[src/design/vrrf_pkg.sv]
// Shared constants, codes and controller/datapath interface types for the record ring FIFO.
package vrrf_pkg;

   // Ring geometry: depth is a power of two so pointer wrap is a plain carry-out
   localparam int ADDR_W       = 10;
   localparam int QUEUE_BYTES  = 1 << ADDR_W;
   localparam int HEADER_BYTES = 4;
   localparam int MAX_READ     = 64;

   // Field widths
   localparam int BYTE_W   = 8;
   localparam int LEN_W    = 10;
   localparam int WANT_W   = 7;
   localparam int FREE_W   = ADDR_W + 1;
   localparam int STATUS_W = 2;
   localparam int CMD_W    = 2;
   localparam int HDR_W    = BYTE_W * HEADER_BYTES;
   localparam int CNT_W    = $clog2(MAX_READ + 1);
   localparam int IDX_W    = $clog2(HEADER_BYTES + 1);

   typedef enum logic [CMD_W-1:0] {
      CMD_PUSH  = 2'd0,
      CMD_POP   = 2'd1,
      CMD_PEEK  = 2'd2,
      CMD_CLEAR = 2'd3
   } cmd_type;

   typedef enum logic [STATUS_W-1:0] {
      STAT_OK     = 2'd0,
      STAT_EMPTY  = 2'd1,
      STAT_NOROOM = 2'd2
   } status_type;

   // One datapath operation per cycle, chosen by the controller
   typedef enum logic [3:0] {
      OP_NONE,
      OP_CAPTURE,
      OP_FILL,
      OP_CLOSE,
      OP_PUSH_CHK,
      OP_HDR,
      OP_DATA,
      OP_PUSH_NF,
      OP_CLEAR,
      OP_RD_START,
      OP_RD_HDR,
      OP_RD_CALC,
      OP_RD_STREAM,
      OP_RESPOND
   } dp_op_type;

   // Datapath status seen by the controller
   typedef struct packed {
      cmd_type cmd;
      logic    fill_needed;
      logic    fits;
      logic    len_zero;
      logic    empty;
      logic    hdr_last;
      logic    hdr_read_done;
      logic    n_zero;
      logic    stream_last;
   } dp_stat_type;

   typedef enum logic [3:0] {
      S_IDLE,
      S_CLOSE,
      S_PUSH_CHK,
      S_HDR,
      S_DATA,
      S_PUSH_NF,
      S_CLEAR,
      S_RD_START,
      S_RD_HDR,
      S_RD_CALC,
      S_STREAM,
      S_RESPOND
   } state_type;

endpackage

[src/design/vrrf_ctrl.sv]
// Controller state machine: sequences push, pop/peek, clear and response beats.
module vrrf_ctrl
   import vrrf_pkg::*;
(
   input  logic             clock,
   input  logic             reset,
   input  logic             start,
   input  logic [CMD_W-1:0] req_cmd,
   input  logic             req_first_of_record,
   input  dp_stat_type      stat,
   output dp_op_type        op,
   output logic             busy
);

   state_type state_ff, state_in;

   // State register
   always_ff @(posedge clock) begin
      if (reset) begin
         state_ff <= S_IDLE;
      end else begin
         state_ff <= state_in;
      end
   end

   // Next state and datapath operation
   always_comb begin
      state_in = state_ff;
      op       = OP_NONE;
      unique case (state_ff)
         S_IDLE: begin
            if (start) begin
               op = OP_CAPTURE;
               unique case (cmd_type'(req_cmd))
                  CMD_PUSH: begin
                     state_in = req_first_of_record ? S_CLOSE : S_PUSH_NF;
                  end
                  CMD_POP, CMD_PEEK: begin
                     state_in = S_CLOSE;
                  end
                  CMD_CLEAR: begin
                     state_in = S_CLEAR;
                  end
                  default: begin
                     state_in = S_IDLE;
                  end
               endcase
            end
         end
         // Zero-fill a record left short, then drop push state
         S_CLOSE: begin
            if (stat.fill_needed) begin
               op = OP_FILL;
            end else begin
               op       = OP_CLOSE;
               state_in = (stat.cmd == CMD_PUSH) ? S_PUSH_CHK : S_RD_START;
            end
         end
         S_PUSH_CHK: begin
            op       = OP_PUSH_CHK;
            state_in = stat.fits ? S_HDR : S_RESPOND;
         end
         S_HDR: begin
            op = OP_HDR;
            if (stat.hdr_last) begin
               state_in = stat.len_zero ? S_RESPOND : S_DATA;
            end
         end
         S_DATA: begin
            op       = OP_DATA;
            state_in = S_RESPOND;
         end
         S_PUSH_NF: begin
            op       = OP_PUSH_NF;
            state_in = S_RESPOND;
         end
         S_CLEAR: begin
            op       = OP_CLEAR;
            state_in = S_RESPOND;
         end
         S_RD_START: begin
            op       = OP_RD_START;
            state_in = stat.empty ? S_RESPOND : S_RD_HDR;
         end
         S_RD_HDR: begin
            op = OP_RD_HDR;
            if (stat.hdr_read_done) begin
               state_in = S_RD_CALC;
            end
         end
         S_RD_CALC: begin
            op       = OP_RD_CALC;
            state_in = stat.n_zero ? S_RESPOND : S_STREAM;
         end
         S_STREAM: begin
            op = OP_RD_STREAM;
            if (stat.stream_last) begin
               state_in = S_IDLE;
            end
         end
         S_RESPOND: begin
            op       = OP_RESPOND;
            state_in = S_IDLE;
         end
         default: begin
            state_in = S_IDLE;
         end
      endcase
   end

   assign busy = (state_ff != S_IDLE);

endmodule

[config.mk]
export PLATFORM = sky130hd
export DESIGN_NAME = vrrf_ctrl
export DESIGN_NICKNAME = d
export VERILOG_FILES = /design/src/design/vrrf_pkg.sv /design/src/design/vrrf_ctrl.sv
export SDC_FILE = /design/constraint.sdc
export NUM_CORES = 1
export LEC_CHECK = 0
export BUFFER_PORTS_ARGS = -buffer_cell sky130_fd_sc_hd__buf_2
export CORE_AREA = 2 2 39 41
export CTS_BUF_LIST = sky130_fd_sc_hd__clkbuf_8
export CTS_CLUSTER_DIAMETER = 30
export DETAILED_ROUTE_END_ITERATION = 10
export DIE_AREA = 0 0 41 43
export PLACE_DENSITY_LB_ADDON = 0.3
export SYNTH_ARGS = -nofsm -noshare
export SYNTH_HDL_FRONTEND = slang
export SYNTH_SLANG_ARGS = --single-unit
[constraint.sdc]
create_clock -name clock -period 1.9 [get_ports clock]
set_input_delay 0.19 -clock clock [delete_from_list [all_inputs] [get_ports clock]]
set_output_delay 0.19 -clock clock [all_outputs]
set_load 0.03 [all_outputs]
==> results.md <==
- Status: complete, no violations
- Worst-Margin Slew: between 500 and 600 ps
- Worst-Skew Late Latency: 220 ps
- Setup TNS: 0 ps
- Critical Path AT: ~1800 ps
- Slowest CP cell: or3b_1
- Synthesized instance count: between 50 and 60
- Initial Utilization: 0.288
- CTS tree: done
- Row Count: 14
- Met1 Track Usage GR: 0.170
- Rel. slew slack: 0.639
- Final Hold Vio Count: 0
- Top Registers: state_ff x4
- Global routing usage on met2: 0.197
- Synth area leader: dfxtp_1
- Number of global-route vias before repair: between 400 and 500
- Final Slew Violations: 0
- Filler cell count: 161
- Total number of vias: just over 500
- Overall power: 0.00111 W
- First-pass DRT Iterations: 5
- Iter 0 DRT Violations: 16
- Lkg Pwr: approximately 0.24 nW
- Startpoint class of the critical path: flip-flop
- End of the critical path: state_ff[1]
- Wirelength per Cell: approximately 11 µm
- RSZ-0062 raised after global routing: false
- Ports: 21
- ANT nets after route: 0
- Most flop-heavy register: state_ff
- CTS Buf Count: 3
- Met3 usage: 0.0314
- Syn_area_per_cell: 6.76 µm²
- Cell area after synthesis: 399 µm²
- Total track usage: 0.132
- WP data required: roughly 2000 ps
- RD Place Congestion: 0.865
- Hold Buf Count CTS: 0
- Synth async-reset ratio: 0
- Max VDD drop: 0.623 mV
- Share of the synthesized area in the top cell type: 0.201
- Gr ovfl total: 0
- MaxCap Viol Count: 0
- Worst-path fanout max: 12
- Hpwl dp: between 700 and 800 µm
- CTS sink count: 4
- Clock edge transition at the registers on the reported setup and hold paths: 30 ps
- R2R depth: 5
- CP startpoint: state_ff[3]
- Critical path's largest stage delay: 440 ps
- Hold crit path type: in2reg
- Post-synth EDFFs: 0
- Crit path buf inv count: 0
- Initial antenna violation count: 0
- Final wirelength: roughly 1000 µm
- Synth warnings: 0
- IO Port Bufs: 20
- CTS root buf: clkbuf_8
- Die Wd: between 40 and 50 µm
- Hold Slack: around 180 ps
- Synth top cells by count: a21oi_1, nand2_1, nor2_1
- Crit path kind: reg2reg
- Top cells by area, synth: dfxtp_1, a21oi_1, nand2_1
- Clock Skew: approximately 0.85 ps
- CTS HTree Levels: 1
- Post-synthesis cell type count: 26
- Synth Flop Type: dfxtp_1
- Tmin final: between 1500 and 2000 ps
- R2R setup slack: about 240 ps
- Period utilisation layout: 0.871
- CP Cell Sequence: or3b_1 > a211o_1 > o2111a_2 > o21ai_0 > a21oi_1
- Vias/cell: between 5 and 6
- Power Density: 2010 nW/µm²
- # DRC: 0
- Core Region: 1380 µm²
- Layout area overhead: 38.2%
- Vert. Die Dim: approximately 43 µm
- Clock buffer depth: 2
- Crit path max-delay family: compound AO/OA/AOI/OAI gates
- Count leader, synth: a21oi_1
- Setup Buffers After CTS: 0
- Core Util, Final: 0.399
- Die Area: 1760 µm²
- Seq cells post-synth: 4
- Net Count, Synth: between 70 and 80
- Seq/Total Area, Yosys: 0.201
- # diodes: 0
- R2r endpoint: state_ff[1]
- Largest net degree at the start of global routing: 19
- GR peak layer: met2
- Final setup vio count: 0
- Fmax: just over 600 MHz
- First-pass GRT wire length: 1630 µm
- CP Depth: 5
- Cts repair resizes: 0
- FF-to-FF Start: state_ff[3]
- Largest register FFs: 4
- Critical Path Sink Type: flip-flop
- Fin nets: 97
- Layout cells sized above 1: 0.354
metrics by stage:
stage	std cells	setup WS (ps)	area, µm²
finish	95	244	552
global route	95	146	552
CTS	95	255	552
detailed placement	92	260	510
global placement	92	314	510
floorplan	59	238	399
cell usage in the layout (no fill, tap or decap):
cell type | Yosys | routed
nor3_1 | 4 | 4
o2111a_2 | 1 | 1
a311o_1 | 1 | 1
dfxtp_1 | 4 | 4
o31ai_1 | 2 | 2
or3_1 | 1 | 1
nand3_1 | 2 | 2
mux2_2 | 1 | 1
o21ai_0 | 4 | 4
buf_4 | 0 | 2
nand2b_1 | 3 | 3
a211o_1 | 1 | 1
nand2_1 | 6 | 6
nand3b_1 | 1 | 1
a211oi_1 | 1 | 1
mux2i_1 | 1 | 1
nor2_1 | 6 | 6
a21oi_1 | 8 | 8
or4_1 | 1 | 1
buf_2 | 4 | 20
o21ai_1 | 1 | 1
nor4b_1 | 1 | 1
and4b_2 | 1 | 1
inv_1 | 1 | 1
nor3b_1 | 1 | 1
or3b_1 | 1 | 1
clkbuf_8 | 0 | 3
worst register-to-register path, delay by kind of cell, from the launching register on:
family             cells  cell delay (ps)
and+or+nand+nor        1              440
DFF                    1              400
AOI/OAI and AO/OA      4              680
per-layer routing:
metal | wire (µm) | vias up
met3 | 61 | 2
met1 | 473 | 225
met2 | 451 | 15
met5 | 0 | -
met4 | 19 | 0
li1 | - | 265
cell families (layout without fill, tap and decap cells):
kind of cell	Yosys count	count (layout)	synth area share
muxes	2	2	0.0533
buffers and inverters	6	26	0.0689
and+or+nand+nor	28	28	0.379
DFF	4	4	0.201
AOI/OAI and AO/OA	19	19	0.298
power breakdown:
group	internal [W]	leakage, nW	switching, W
combinational	0.000284	0.189	0.000422
sequential	0.000122	0.0329	0.000103
clock	0.000135	0.0216	0.0000427
how the worst min path moves through the flow:
| stage | startpoint | end | depth (start not counted) |
|---|---|---|---|
| after floorplan | reset | state_ff[0] | 1 |
| after global routing | reset | state_ff[3] | 2 |
| after detailed placement | reset | state_ff[3] | 2 |
| after CTS | reset | state_ff[0] | 2 |
| final | reset | state_ff[1] | 2 |
| after global placement | reset | state_ff[3] | 2 |
area by class of cell:
cell class | instances | area (µm²) | share of cell area
tap | 16 | 20.0 | 0.0363
clock buffer | 3 | 41.3 | 0.0748
multi-input combinational | 49 | 292 | 0.528
sequential | 4 | 80.1 | 0.145
inverter | 1 | 3.75 | 0.00680
timing repair buffer | 22 | 115 | 0.209
No activity file was read; power rests on OpenSTA's default activity.
